===== config.mk =====
export PLATFORM = sky130hd
export DESIGN_NAME = lwbc_index
export DESIGN_NICKNAME = d
export VERILOG_FILES = /design/src/hdl/lwbc_pkg.sv /design/src/hdl/lwbc_index.sv
export SDC_FILE = /design/constraint.sdc
export NUM_CORES = 1
export LEC_CHECK = 0
export ABC_AREA = 1
export CORE_UTILIZATION = 40
export DETAILED_ROUTE_END_ITERATION = 10
export DONT_BUFFER_PORTS = 1
export MAX_ROUTING_LAYER = met4
export PLACE_DENSITY = 0.58
export SLEW_MARGIN = 20
export SYNTH_ARGS = -nofsm -noshare
export SYNTH_HDL_FRONTEND = slang
export SYNTH_SLANG_ARGS = --single-unit

===== constraint.sdc =====
create_clock -name clk -period 4.4 [get_ports clk]
set_input_delay 0.44 -clock clk [delete_from_list [all_inputs] [get_ports clk]]
set_output_delay 0.44 -clock clk [all_outputs]
set_load 0.01 [all_outputs]

===== src/hdl/lwbc_pkg.sv =====
// Shared constants, types and helper functions of the LRU write-back cache.
// No dependencies; imported by every module of the block.
package lwbc_pkg;

  localparam int ADDR_W       = 30;
  localparam int WAYS_CFG_W   = 4;
  localparam int SETS_CFG_W   = 9;
  localparam int CFG_IDX_W    = 1;
  localparam int CFG_DATA_W   = 9;
  localparam int TDATA_W      = 32;
  localparam int DEF_MAX_WAYS = 8;
  localparam int DEF_MAX_SETS = 256;

  localparam logic [CFG_IDX_W-1:0] REG_WAYS = 1'b0;
  localparam logic [CFG_IDX_W-1:0] REG_SETS = 1'b1;

  localparam logic EV_LOAD  = 1'b0;
  localparam logic EV_WBACK = 1'b1;
  localparam logic OP_WRITE = 1'b1;

  // Eviction outcome of one lookup.
  typedef struct packed {
    logic              wb;
    logic [ADDR_W-1:0] wb_addr;
  } evict_t;

  // Width of an index over n items, never below one bit.
  function automatic int idx_w(int n);
    return (n > 1) ? $clog2(n) : 1;
  endfunction

endpackage


===== src/hdl/lwbc_index.sv =====
// Set index unit: (address / ways) mod sets, one quotient bit per cycle.
// Depends on lwbc_pkg.
module lwbc_index #(
  parameter int MAX_SETS = lwbc_pkg::DEF_MAX_SETS
) (
  input  logic                              clk,
  input  logic                              rst,
  input  logic                              start,
  input  logic [lwbc_pkg::ADDR_W-1:0]       addr,
  input  logic [lwbc_pkg::WAYS_CFG_W-1:0]   divisor,
  input  logic [lwbc_pkg::SETS_CFG_W-1:0]   modulus,
  output logic                              done,
  output logic [lwbc_pkg::idx_w(MAX_SETS)-1:0] idx
);
  import lwbc_pkg::*;

  localparam int SW  = idx_w(MAX_SETS);
  localparam int CNW = $clog2(ADDR_W + 1);

  logic                  busy;
  logic [CNW-1:0]        cnt;
  logic [ADDR_W-1:0]     dividend;
  logic [WAYS_CFG_W-1:0] rem;
  logic [SETS_CFG_W-1:0] setrem;

  logic [WAYS_CFG_W:0]   trial;
  logic                  qbit;
  logic [SETS_CFG_W:0]   strial;
  logic [WAYS_CFG_W-1:0] rem_next;
  logic [SETS_CFG_W-1:0] setrem_next;

  always_comb begin
    trial       = {rem, dividend[ADDR_W-1]};
    qbit        = (trial >= {1'b0, divisor});
    rem_next    = qbit ? WAYS_CFG_W'(trial - {1'b0, divisor}) : WAYS_CFG_W'(trial);
    // fold each quotient bit into the running remainder modulo sets
    strial      = {setrem, qbit};
    setrem_next = (strial >= {1'b0, modulus}) ? SETS_CFG_W'(strial - {1'b0, modulus})
                                              : SETS_CFG_W'(strial);
  end

  always_ff @(posedge clk) begin
    if (rst) begin
      busy <= 1'b0;
      done <= 1'b0;
      cnt  <= '0;
    end else begin
      done <= 1'b0;
      if (start) begin
        busy     <= 1'b1;
        cnt      <= '0;
        dividend <= addr;
        rem      <= '0;
        setrem   <= '0;
      end else if (busy) begin
        dividend <= {dividend[ADDR_W-2:0], 1'b0};
        rem      <= rem_next;
        setrem   <= setrem_next;
        cnt      <= cnt + 1'b1;
        if (cnt == CNW'(ADDR_W - 1)) begin
          busy <= 1'b0;
          done <= 1'b1;
        end
      end
    end
  end

  // remainder is below the set count, so it always fits the index
  assign idx = SW'(setrem);

endmodule


### Word-level counts from Yosys, hierarchy flattened

Cells that the tools add are included.
W data, S select, Z words.

| operators by class | value |
|---|---|
| $mul | 0 |
| shifts and indexed selects | 0 |
| $add $sub $neg | 3 |
| mux-type cells | 10 |
| equal/unequal tests | 1 |
| bitwise logic cells | 2 |
| order comparisons | 2 |
| reduce and logical (&&, ||, !) cells | 4 |
| divide/modulo/power cells | 0 |

Operators with widths:

| operator | count |
|---|---|
| $mux W30 | 2 |
| $mux W9 | 2 |
| $ge A10 B9 Y1 | 1 |
| $sub A9 B9 Y9 | 1 |
| $mux W4 | 2 |
| $add A5 B1 Y5 const B | 1 |
| $eq A5 B5 Y1 const B | 1 |
| $ge A5 B4 Y1 | 1 |
| $mux W1 | 4 |
| $sub A4 B4 Y4 | 1 |
| $reduce_or A3 Y1 | 1 |
| $not A1 Y1 | 2 |
| $reduce_and A2 Y1 | 1 |
| $reduce_bool A2 Y1 | 1 |
| $reduce_or A2 Y1 | 1 |

| word-level totals | value |
|---|---|
| register bits after elaboration | 50 |
| memories | 0 |
| bits in writable memories | 0 |
| ROM bits | 0 |
| bits in latches | 0 |
| output and inout bits | 9 |
| word-level logic and storage cells | 28 |

### Longest topological paths before layout

| depth | value |
|---|---|
| depth after elaboration | 4 |
| depth in mapped cells | 17 |
| depth with buffers taken out | 17 |

### Least setup slack after synthesis

No wires, ideal clock.

| path | value |
|---|---|
| path type | input to register |
| start | input port start |
| end | register dividend[0], enable pin |
| setup slack | 1.042 ns |
| stages on the path | 3 |
| buffers on the path | 1 |
| arrival | 2.898 ns |
| library setup time | 0.460 ns |
| path through | clkbuf_1 inv_2 a21oi_1 |

| between the ends | value |
|---|---|
| longest elaborated chain between the ends | 2 |

RTL lines:

| element | line | RTL |
|---|---|---|
| start, declared | lwbc_index.sv:8 | `input logic start,` |
| $reduce_bool A2 Y1 (no line) | -- |  |
| $reduce_and A2 Y1 (no line) | -- |  |
| end signal, assigned | lwbc_index.sv:52 | `dividend <= addr;` |
| end signal, assigned | lwbc_index.sv:56 | `dividend <= {dividend[ADDR_W-2:0], 1'b0};` |
| end, declared | lwbc_index.sv:22 | `logic [ADDR_W-1:0] dividend;` |

Every way passes these cells.
A chain may end at the register's enable or synchronous reset.

### Worst setup path after layout

| path | value |
|---|---|
| start | register rem[1] |
| end | register setrem[1] (data pin) |

| between the ends | value |
|---|---|
| longest elaborated chain between the ends | 4 |
| elaborated cells on any way between the ends | 5 |
| classes of those cells | add/sub (1); order compare (2); mux (2) |

RTL lines:

| element | line | RTL |
|---|---|---|
| start, declared | lwbc_index.sv:23 | `logic [WAYS_CFG_W-1:0] rem;` |
| start signal, assigned | lwbc_index.sv:57 | `rem <= rem_next;` |
| $ge A5 B4 Y1 (*) | lwbc_index.sv:34 | `qbit = (trial >= {1'b0, divisor});` |
| $sub A9 B9 Y9 / $ge A10 B9 Y1 (equally long branches) | lwbc_index.sv:38 | `setrem_next = (strial >= {1'b0, modulus}) ? SETS_CFG_W'(strial - {1'b0, modulus})` |
| $mux W9 (*) | lwbc_index.sv:38 |  |
| $mux W9 (*) | lwbc_index.sv:55 | `end else if (busy) begin` |
| end signal, assigned | lwbc_index.sv:58 | `setrem <= setrem_next;` |
| end, declared | lwbc_index.sv:24 | `logic [SETS_CFG_W-1:0] setrem;` |

Every way passes the cells marked *; elsewhere a longest branch is shown, timed or not. The select of a mux whose other input is x is not followed.

==> impl_metrics.csv <==
group,metric,value,unit
run,max_cap_violations,0,
yosys,synth_seq_cells,50,
clock_network,cts.sink_count,50,
worst_setup_path,start_kind,"flop",
status,status,"finished clean",
finish,synthToLayoutAreaGrowth,4.36,%
clock_network,clk_latency,0.30,ns
global_route,grt.busiest_layer,"met2",
yosys,yosys.cell_types.count,34,
hold_path,hp-start,"start",
global_route,antenna_found_initial,0,
clock_network,root_buffer,"clkbuf_8",
routing,routedWlPerCell,11.9,um
global_route,grt-ovfl-total,0,
worst_setup_path,crit_chain,"ha_1 -> a21oi_1 -> nand2_1 -> a21oi_1 -> ha_1 -> inv_1 -> fa_1 -> nand2_1 -> nand2_2 -> nand3_2 -> nand2_4 -> a21oi_2 -> nor2_1 -> nor2_1",
place,dpl.cell_count,450,
worst_setup_path,arrival,3.06,ns
routing,drt-initial-drc-count,79,
place,gp_congestion,0.846,
worst_setup_path,crit_path_start,"rem[1]$_SDFFCE_PP0P_",
yosys,synth_edf_count,43,
yosys,synth_area_leaders,"edfxtp_1, nand2_1, ha_1",
global_route,grt_util_met1,20.3,%
routing,dr.pass1.iters,4,
place,port_buffers,0,
sta,timing.fmax,345,MHz
power,p_leak,1.48,nW
yosys,syn-num-nets,430,
sta,fin_crit_sh,65.9,%
sta,finClkSkew,0.00367,ns
yosys,syn_area,0.00298,mm2
routing,ant_nets,0,
yosys,yosysMostFrequentCell,"nand2_1",
routing,drc,0,
worst_setup_path,critPathTopFamily,"adder cells",
sta,setup_violations,0,
sta,hold_viol,0,
yosys,synthArstFlopShare,0,%
global_route,grt_pass1_vias,2079,
worst_setup_path,path_class,"flop to flop",
clock_network,ctsHoldBuffers,0,
clock_network,ctsResizeCount,0,
worst_setup_path,critical-path-slowest-cell,"edfxtp_1",
sta,slew_viol_final,0,
clock_network,post-cts-setup-buffers,0,
clock_network,cts_max_level,2,
finish,antennaDiodeCount,0,
global_route,grt_start_max_net_pins,43,
yosys,synth_cells,367,
routing,drt_wl_total,5470,um
clock_network,cts_buffer_depth,2,
sta,period_needed,2.90,ns
hold_path,hold_class,"input port to flop",
place,dp_hpwl,3980,um
yosys,yosysTopAreaCell,"edfxtp_1",
yosys,avgSynthCellArea,8.13,um2
yosys,synth_flop_cell,"edfxtp_1",
routing,vias,2142,
die,initial_utilization,41.3,%
clock_network,cts-buffers-inserted,5,
sta,max_slew_margin,54.2,%
global_route,use_met3,3.64,%
global_route,grt_pass1_wl,9240,um
worst_setup_path,path_buf_inv,1,
worst_setup_path,r2r-start,"rem[1]$_SDFFCE_PP0P_",
clock_network,cts_tree,"yes",
power,powerDensity,342,mW/mm2
routing,vias_per_cell,4.68,
worst_setup_path,cpPeakStageDelay,0.41,ns
finish,post_route_cells_drive_above_1_share,6.41,%
global_route,use_met2,24.6,%
yosys,synth.top_cell.area_share,43.3,%
power,peakVddDrop,0.157,mV
die,num_rows,31,
sta,tightest_slew,0.686,ns
power,total_power,1.06,mW
global_route,grt_use_total,16.0,%
yosys,synth-seq-area-share,48.0,%
die,ios,55,
die,dieArea,0.00781,mm2
worst_setup_path,critPathRequiredTime,4.56,ns
finish,final_nets,421,
die,die_h,88.4,um
yosys,yosys_warnings,0,
worst_setup_path,cp_max_fo,7,
sta,holdWs,0.266,ns
worst_setup_path,crit_path_end_kind,"flop",
sta,tns,0,ns
yosys,ys_top_cells_by_count,"nand2_1, inv_1, edfxtp_1, nor2_1, nand3_1",
die,chipWidth,88.4,um
clock_network,clk_pin_slew,0.09,ns
die,core_area,0.00721,mm2
finish,utilization,43.1,%
sta,rsz0062_at_grt,"no",
finish,finalNonFillerCells,458,
-- power by group --
part	leakage [nW]	internal [mW]	switching, mW
combinational	0.961	0.0784	0.140
clock	0.0452	0.113	0.153
sequential	0.473	0.558	0.0210
total	1.48	0.749	0.315
-- logic make-up (layout without fill, tap and decap cells) --
group | Yosys count | after routing | synth area share, %
flip-flops | 50 | 50 | 48.0
XOR/XNOR | 4 | 4 | 1.17
buffers and inverters | 68 | 60 | 9.73
adder cells (fa/ha/maj) | 17 | 17 | 7.63
AO/OA/AOI/OAI | 21 | 21 | 3.86
AND/OR/NAND/NOR | 207 | 207 | 29.6
-- path summary, 6_finish.rpt --
check / end / slack (ns) / cells after the start
max: setrem[1]$_SDFFCE_PP0P_ / 1.50 / 14
min: busy$_SDFF_PP0_ / 0.27 / 1
max reg2reg: setrem[1]$_SDFFCE_PP0P_ / 1.50 / 14
min reg2reg: cnt[4]$_SDFFE_PP0P_ / 0.50 / 2
-- worst reg2reg max path, stage by stage, from the launching register on --
cell and delay [ns]:
edfxtp_1 0.41, ha_1 0.36, a21oi_1 0.20, nand2_1 0.09
a21oi_1 0.25, ha_1 0.20, inv_1 0.07, fa_1 0.40
nand2_1 0.10, nand2_2 0.07, nand3_2 0.10, nand2_4 0.07
a21oi_2 0.29, nor2_1 0.08, nor2_1 0.10
-- through the flow --
step | cell area (um2) | setup slack (ns)
after floorplan | 2980 | 1.04
after global placement | 3030 | 1.53
after detailed placement | 3030 | 1.41
after CTS | 3110 | 1.47
after global routing | 3110 | 1.17
final | 3110 | 1.50
-- flip-flops by register name, indices dropped and copies added, names as in the netlist --
register	count
done	1
busy	1
cnt	5
rem	4
dividend	30
setrem	9
-- placed cells by master (no fill, tap or decap), types with 2 or more instances in the layout --
cell type  netlist  layout
a21oi_1         12      11
nand2_1        144     144
nor2_1          24      24
nor2_2           2       2
clkbuf_8         0       5
edfxtp_1        43      43
fa_1             2       2
nor3_1           3       3
inv_1           48      48
dfxtp_1          7       7
inv_2            3       3
nand4_1          3       3
nand2_4          2       2
ha_1            15      15
nand3_1         17      17
nand3b_1         3       3
o21ai_0          4       4
xor2_1           3       3
nand2_2          3       3
-- metal layers --
| layer | wire, um | up-vias |
|---|---|---|
| met4 | 121 | 0 |
| met3 | 256 | 10 |
| li1 | - | 1133 |
| met5 | 0 | - |
| met1 | 2670 | 948 |
| met2 | 2420 | 51 |
-- area by class of cell --
| type | instances | area, um2 |
|---|---|---|
| timing repair buffer | 1 | 7.51 |
| tap | 99 | 124 |
| clock buffer | 6 | 72.6 |
| sequential | 50 | 1430 |
| inverter | 51 | 191 |
| multi-input combinational | 249 | 1270 |
| clock inverter | 2 | 13.8 |
| fill | 752 | 4100 |
(Power assumes the default switching activity.)
