[src/hdl/lwbc_pkg.sv]
// Shared constants, types and helper functions of the LRU write-back cache.
// No dependencies; imported by every module of the block.
package lwbc_pkg;

  localparam int ADDR_W       = 30;
  localparam int WAYS_CFG_W   = 4;
  localparam int SETS_CFG_W   = 9;
  localparam int CFG_IDX_W    = 1;
  localparam int CFG_DATA_W   = 9;
  localparam int TDATA_W      = 32;
  localparam int DEF_MAX_WAYS = 8;
  localparam int DEF_MAX_SETS = 256;

  localparam logic [CFG_IDX_W-1:0] REG_WAYS = 1'b0;
  localparam logic [CFG_IDX_W-1:0] REG_SETS = 1'b1;

  localparam logic EV_LOAD  = 1'b0;
  localparam logic EV_WBACK = 1'b1;
  localparam logic OP_WRITE = 1'b1;

  // Eviction outcome of one lookup.
  typedef struct packed {
    logic              wb;
    logic [ADDR_W-1:0] wb_addr;
  } evict_t;

  // Width of an index over n items, never below one bit.
  function automatic int idx_w(int n);
    return (n > 1) ? $clog2(n) : 1;
  endfunction

endpackage

[src/hdl/lwbc_update.sv]
// Lookup and LRU update of one set row: hit search, victim choice, new row.
// Depends on lwbc_pkg.
module lwbc_update #(
  parameter int MAX_WAYS = lwbc_pkg::DEF_MAX_WAYS
) (
  input  logic [MAX_WAYS*(lwbc_pkg::ADDR_W+2+lwbc_pkg::idx_w(MAX_WAYS))-1:0] row,
  input  logic [lwbc_pkg::ADDR_W-1:0]     addr,
  input  logic                            wr,
  input  logic [lwbc_pkg::WAYS_CFG_W-1:0] eff_w,
  output logic [MAX_WAYS*(lwbc_pkg::ADDR_W+2+lwbc_pkg::idx_w(MAX_WAYS))-1:0] new_row,
  output logic                            hit,
  output lwbc_pkg::evict_t                evict
);
  import lwbc_pkg::*;

  localparam int RW = idx_w(MAX_WAYS);
  localparam int EW = ADDR_W + 2 + RW;
  localparam int CW = $clog2(MAX_WAYS + 1);

  logic [MAX_WAYS-1:0]             vld, drt, nvld, ndrt;
  logic [MAX_WAYS-1:0][ADDR_W-1:0] adr, nadr;
  logic [MAX_WAYS-1:0][RW-1:0]     rnk, nrnk;
  logic [CW-1:0]                   count;
  logic                            have_free, have_vic, do_evict;
  logic [RW-1:0]                   slot, free_s, vic, vrank, hrank;

  always_comb begin
    hit       = 1'b0;
    have_free = 1'b0;
    have_vic  = 1'b0;
    slot      = '0;
    free_s    = '0;
    vic       = '0;
    vrank     = '0;
    count     = '0;
    evict     = '0;
    for (int i = 0; i < MAX_WAYS; i++) begin
      adr[i] = row[i*EW +: ADDR_W];
      vld[i] = row[i*EW + ADDR_W];
      drt[i] = row[i*EW + ADDR_W + 1];
      rnk[i] = row[i*EW + ADDR_W + 2 +: RW];
    end
    for (int i = 0; i < MAX_WAYS; i++) begin
      if (vld[i]) begin
        count = count + 1'b1;
        if (!hit && adr[i] == addr) begin
          hit  = 1'b1;
          slot = RW'(i);
        end
        if (!have_vic || rnk[i] > vrank) begin
          have_vic = 1'b1;
          vic      = RW'(i);
          vrank    = rnk[i];
        end
      end else if (!have_free) begin
        have_free = 1'b1;
        free_s    = RW'(i);
      end
    end

    nadr     = adr;
    nvld     = vld;
    ndrt     = drt;
    nrnk     = rnk;
    hrank    = rnk[slot];
    do_evict = !hit && have_vic && (int'(count) >= int'(eff_w));

    if (hit) begin
      for (int i = 0; i < MAX_WAYS; i++) begin
        if (vld[i] && rnk[i] < hrank) nrnk[i] = rnk[i] + 1'b1;
      end
      nrnk[slot] = '0;
    end else begin
      if (do_evict) begin
        evict.wb      = drt[vic];
        evict.wb_addr = adr[vic];
        nvld[vic]     = 1'b0;
        slot          = vic;
      end else begin
        slot = free_s;
      end
      // age every remaining entry, then drop the new block in at the front
      for (int i = 0; i < MAX_WAYS; i++) begin
        if (nvld[i]) nrnk[i] = rnk[i] + 1'b1;
      end
      nadr[slot] = addr;
      nvld[slot] = 1'b1;
      ndrt[slot] = 1'b0;
      nrnk[slot] = '0;
    end
    if (wr) ndrt[slot] = 1'b1;

    for (int i = 0; i < MAX_WAYS; i++) begin
      new_row[i*EW +: EW] = {nrnk[i], ndrt[i], nvld[i], nadr[i]};
    end
  end

endmodule

[config.mk]
export PLATFORM = sky130hd
export DESIGN_NAME = lwbc_update
export DESIGN_NICKNAME = d
export VERILOG_FILES = /design/src/hdl/lwbc_pkg.sv /design/src/hdl/lwbc_update.sv
export SDC_FILE = /design/constraint.sdc
export NUM_CORES = 1
export LEC_CHECK = 0
export BUFFER_PORTS_ARGS = -buffer_cell sky130_fd_sc_hd__buf_2
export CORE_AREA = 2 2 245 247
export DETAILED_ROUTE_END_ITERATION = 10
export DIE_AREA = 0 0 247 249
export PLACE_DENSITY_LB_ADDON = 0.2
export SLEW_MARGIN = 20
export SYNTH_ARGS = -nofsm -noshare
export SYNTH_HDL_FRONTEND = slang
export SYNTH_SLANG_ARGS = --single-unit
[constraint.sdc]
create_clock -name vclk -period 14.4
set_input_delay 1.44 -clock vclk [all_inputs]
set_output_delay 1.44 -clock vclk [all_outputs]
set_load 0.05 [all_outputs]
# Word level (Yosys, flattened, before mapping)

Cells that the tools add are included.

Flip-flop bits (word level): 0
Latch bits: 0
RAM bits: 0
Memory bits (read-only): 0
Input bits: 315
Output and inout bits: 312
Word-level logic and storage cells: 264
Memories: 0

Add/sub/neg operators: 15
Multiply operators: 0
Div/mod/pow operators: 0
Magnitude comparators: 24
Eq/ne operators: 8
Shift-type cells: 0
Muxes and demuxes: 164
Bitwise operators: 10
Reductions and logical operators: 43

Operators with widths:

| operator            | count |
|---|---|
| $mux 3              | 87 |
| $bwmux 240          | 1 |
| $eq 30x30->1        | 8 |
| $mux 240            | 1 |
| $bmux 30 s3         | 1 |
| $demux 30 s3        | 1 |
| $mux 31             | 2 |
| $mux 30             | 2 |
| $mux 1              | 49 |
| $and 24x24->24      | 2 |
| $not 24->24         | 2 |
| $mux 8              | 5 |
| $add 4x1->4 const B | 7 |
| $mux 4              | 7 |
| $add 3x1->3 const B | 8 |
| $lt 3x3->1          | 8 |
| $mux 24             | 1 |
| $gt 3x3->1          | 7 |
| $logic_and 1x1->1   | 21 |
| $demux 3 s3         | 2 |
| $and 8x8->8         | 2 |
| $lt 3x4->1 const B  | 4 |
| $not 8->8           | 2 |
| $or 8x8->8          | 2 |
| 7 further kinds     | 32 |

# Logic depth before layout (Yosys ltp)

Depth after elaboration: 45
Mapped depth: 57
Depth with buffers taken out: 53

# Worst setup path after synthesis

No wires, ideal clock.

Path kind: in2out
Start: input row[30] (netlist bit)
End: output evict[0] (netlist bit)
Arrival time: 12.144 ns
Data required time: 12.960 ns
Setup slack: 0.816 ns
Stages: 53
Buffers on the path: 6
Cells stage by stage: clkbuf_1 nand2_1 ha_1 nor2b_1 o21a_1 o311a_1 mux2i_1 inv_1 ha_1 nor2b_1 o21ai_0 a21oi_1 inv_1 mux2_2 inv_1 ha_1 nor2b_1 o21ai_0 [17 not listed] mux2i_1 ha_1 nor2b_1 o21ai_0 a32oi_1 o21ai_1 mux2_2 ha_1 nor2b_1 o21ai_0 a32oi_1 o21ai_1 o221ai_1 clkbuf_1 clkbuf_1 clkbuf_1 mux2i_1 a211oi_1

RTL lines:

| item               | line              | source |
|---|---|---|
| start: declaration | lwbc_update.sv:6  | `input logic [MAX_WAYS*(lwbc_pkg::ADDR_W+2+lwbc_pkg::idx_w(MAX_WAYS))-1:0] row,` |
| end: declaration   | lwbc_update.sv:12 | `output lwbc_pkg::evict_t evict` |

==> report_table.html <==
<table>
<tr><th>Metric</th><th>Value</th></tr>
<tr><th colspan="2">Run status</th></tr>
<tr><td>Outcome</td><td>completed</td></tr>
<tr><th colspan="2">Global routing</th></tr>
<tr><td>Global router's overall resource usage</td><td>between 20% and 30%</td></tr>
<tr><td>Global-route wire length before repair</td><td>~130,000 µm</td></tr>
<tr><td>Largest net degree at the start of global routing</td><td>between 60 and 70</td></tr>
<tr><td>Sum of overflow across all layers after global routing</td><td>0</td></tr>
<tr><td>Number of antenna violations at the first check in global routing</td><td>10</td></tr>
<tr><td>Vias in the first global route</td><td>roughly 16,000</td></tr>
<tr><th colspan="2">Pwr</th></tr>
<tr><td>Net switching power</td><td>~2.1 mW</td></tr>
<tr><td>Power density cells</td><td>around 180 nW/µm²</td></tr>
<tr><td>Cell internal power dissipation</td><td>0.926 mW</td></tr>
<tr><td>Switching share of power</td><td>between 60% and 70%</td></tr>
<tr><td>Leakage Power</td><td>~7.3 nW</td></tr>
<tr><td>Peak supply drop</td><td>0.0000970 V</td></tr>
<tr><td>Clk pwr share</td><td>0%</td></tr>
<tr><td>Share of power burned in combinational logic</td><td>100.0%</td></tr>
<tr><td>Sequential group share of total power</td><td>0%</td></tr>
<tr><th colspan="2">Critical path</th></tr>
<tr><td>Arrival time worst endpoint</td><td>12.05 ns</td></tr>
<tr><td>Largest stage delay, worst path</td><td>0.48 ns</td></tr>
<tr><td>Required time of the worst setup path</td><td>approximately 13 ns</td></tr>
<tr><td>Source of the critical timing path</td><td>row[30]</td></tr>
<tr><td>Slowest stage cell on the critical path</td><td>a311oi_1</td></tr>
<tr><td>Start-to-end type of the worst setup path</td><td>in2out</td></tr>
<tr><td>Crit start category</td><td>input pin</td></tr>
<tr><td>Highest fanout seen on the critical path</td><td>32</td></tr>
<tr><td>CP endpoint kind</td><td>output port</td></tr>
<tr><th colspan="2">Detailed routing</th></tr>
<tr><td>First-iteration detailed-routing DRC count</td><td>1,148</td></tr>
<tr><td>Routed vias/inst</td><td>~5.5</td></tr>
<tr><td>Drc violations</td><td>0</td></tr>
<tr><td>WL final</td><td>between 90,000 and 100,000 µm</td></tr>
<tr><td>Post-route antenna net violation count</td><td>0</td></tr>
<tr><td>Mean routed wirelength per cell</td><td>31.3 µm</td></tr>
<tr><td>First-pass detailed-route iteration total</td><td>8</td></tr>
<tr><td>DR vias</td><td>16,400</td></tr>
<tr><th colspan="2">Place</th></tr>
<tr><td>Gp weighted congestion</td><td>0.957</td></tr>
<tr><td>IO Port Bufs</td><td>627</td></tr>
<tr><td>Area post-placement</td><td>approximately 17,000 µm²</td></tr>
<tr><td>Post-detail-place hpwl</td><td>about 80,000 µm</td></tr>
<tr><th colspan="2">Final layout</th></tr>
<tr><td>Multi-input gate area in the final layout</td><td>11,600 µm²</td></tr>
<tr><td>Number of fillers in the final layout</td><td>~6,400</td></tr>
<tr><td>Layout Cell Area excl Fill</td><td>about 17,000 µm²</td></tr>
<tr><td>Clock buffer count in the final layout</td><td>0</td></tr>
<tr><td>Count of sequential standard cells</td><td>0</td></tr>
<tr><td>Layout overhead on the synthesized area</td><td>35.1%</td></tr>
<tr><td>Storage cell area</td><td>0 µm²</td></tr>
<tr><td>Total Nets Final</td><td>2,590</td></tr>
<tr><td>Fraction of layout cells with a size suffix above 1</td><td>between 40% and 50%</td></tr>
<tr><th colspan="2">Synthesis</th></tr>
<tr><td>Dominant combinational cell family by area after synthesis</td><td>multiplexers</td></tr>
<tr><td>Cell count after synthesis</td><td>1,682</td></tr>
<tr><td>Cell area after technology mapping</td><td>12,500 µm²</td></tr>
<tr><td>Multiplexer fraction of the synthesized cell area</td><td>a little under 30%</td></tr>
<tr><td>Synthesized netlist net count</td><td>2,055</td></tr>
<tr><td>Seq/Total Area, Yosys</td><td>0%</td></tr>
<tr><td>Mean Syn Cell Area</td><td>7.44 µm²</td></tr>
<tr><td>Count of yosys warnings during synthesis</td><td>0</td></tr>
<tr><td>Number of distinct library cells after synthesis</td><td>77</td></tr>
<tr><td>Compound-gate portion of the synthesized area</td><td>17.0%</td></tr>
<tr><td>XOR/XNOR share of the synthesized area</td><td>17.9%</td></tr>
<tr><td>Simple-Gate Fraction of Synth Area</td><td>between 20% and 30%</td></tr>
<tr><td>Post-synthesis adder-cell area fraction</td><td>5.80%</td></tr>
<tr><th colspan="2">Die</th></tr>
<tr><td># rows</td><td>89</td></tr>
<tr><td>Chip Width</td><td>about 250 µm</td></tr>
<tr><td>Placeable core region</td><td>58,700 µm²</td></tr>
<tr><td>Starting utilization of the core area</td><td>21.3%</td></tr>
<tr><td>Floorplan die area</td><td>approximately 62,000 µm²</td></tr>
<tr><td>Die extent in y</td><td>249 µm</td></tr>
<tr><td>Number of I/O pins</td><td>627</td></tr>
<tr><th colspan="2">STA</th></tr>
<tr><td>Max-slew violation count</td><td>0</td></tr>
<tr><td>Number of failing setup endpoints in the final timing report</td><td>0</td></tr>
<tr><td>Min Hold Slack</td><td>3.30 ns</td></tr>
<tr><td>Measured slew at the worst slew-check pin</td><td>0.842 ns</td></tr>
<tr><td>Setup TNS</td><td>0 ns</td></tr>
<tr><td>Final clock period utilization by the worst path</td><td>93.7%</td></tr>
<tr><td>Post-route minimum period</td><td>13.49 ns</td></tr>
<tr><td>Achievable frequency</td><td>~74 MHz</td></tr>
<tr><td>Normalized max-slew margin</td><td>43.8%</td></tr>
<tr><td>Setup repair after global routing missed its margin</td><td>no</td></tr>
<tr><td>Hold Fails Final Rpt</td><td>0</td></tr>
<tr><th colspan="2">Min path</th></tr>
<tr><td>HP Class</td><td>in2out</td></tr>
<tr><td>Critical hold path startpoint</td><td>row[171]</td></tr>
<tr><td>Instance count along the most critical hold path</td><td>4</td></tr>
<tr><th colspan="2">Flow run</th></tr>
<tr><td>Max-cap viol count</td><td>0</td></tr>
</table>
## final timing paths
kind | to | slack, ns
worst min-delay path | new_row[171] | 3.30
worst max-delay path | evict[2] | 0.91
## routing by layer
metal	GRT usage, %	wire length, µm
met5	0	26
met4	8.95	3360
met3	1.90	4650
met2	52.9	47600
met1	35.8	38200
## critical path: cells and delay by family
| family | cells | cell delay, ns |
|---|---|---|
| AOI/OAI and AO/OA | 24 | 4.37 |
| buffers and inverters | 8 | 1.59 |
| and+or+nand+nor | 12 | 1.40 |
| adders and majority gates | 7 | 1.94 |
| muxes | 4 | 1.21 |
## stage by stage
step           util (%)  power [mW]  cells  setup WS [ns]
4_1_cts            28.8        3.01   2988          0.866
3_3_place_gp       28.8        2.99   2988          0.909
2_1_floorplan         -        2.04   1682          0.816
5_1_grt            28.8        3.13   2990        0.00544
3_5_place_dp       28.8        3.00   2988          0.892
6_report           28.8        3.02   2993          0.907
## timing repair
item / CTS / global route
hold buffers: 0 / 0
buffers inserted: 0 / 0
endpoints found under the hold margin: 0 / 0
gates resized for setup: 0 / 2
endpoints found under the setup margin: 0 / 11
## power groups by stage
stage                     combinational [mW]    clock (mW)  sequential, mW
after floorplan                         2.04             0               0
after detailed placement                3.00             0               0
after global routing                    3.13  0.0000000187               0
after global placement                  2.99             0               0
final                                   3.02  0.0000000343               0
after CTS                               3.01             0               0
## cell families (layout without fill, tap and decap cells)
kind of cell,count (synthesis),in the layout
xor gates and xnor gates,253,253
other,0,5
buffers and inverters,205,738
AOI/OAI and AO/OA,292,292
and+or+nand+nor,538,538
muxes,336,336
adders and majority gates,58,58
## cell type report
class	instances	area share (%)
Timing Repair Buffer	686	24.3
Tap cell	773	5.72
Inverter	52	1.15
Antenna cell	5	0.0740
Multi-Input combinational cell	1477	68.8
## synthesized netlist by cell type (12+ instances only)
library cell	count	area (µm²)
nor4_1	30	188
mux2i_1	47	470
nand3_1	28	140
inv_1	52	195
xnor2_1	232	2030
clkbuf_1	60	225
a21oi_1	26	130
nand2b_1	19	119
o21ai_0	50	250
buf_4	12	90.1
a211oi_1	75	563
mux2_2	286	3220
ha_1	58	726
nand4_1	100	626
nor2_1	51	191
buf_2	70	350
a21o_1	12	90.1
xor2_1	18	158
and3_1	39	244
a311oi_1	29	254
nand2_1	201	754
## cells in the final DEF, fill, tap and decap left out, types with 9 or more instances in the layout
master and instances:
xnor2_1 232, and3_1 38, nor4_1 30, mux2_2 286, nand2_1 197, a21oi_1 26, a31oi_1 10, xor2_1 18
a21o_1 11, ha_1 58, nand2b_1 19, nor2_1 51, a211oi_1 75, mux2i_1 47, buf_2 598, a311oi_1 29
nand4_1 100, nor2b_1 10, nand3_1 28, inv_1 52, buf_4 52, and2_1 9, o21ai_0 49, buf_12 36
o21ai_1 10
No activity file was read; power rests on OpenSTA's default activity.
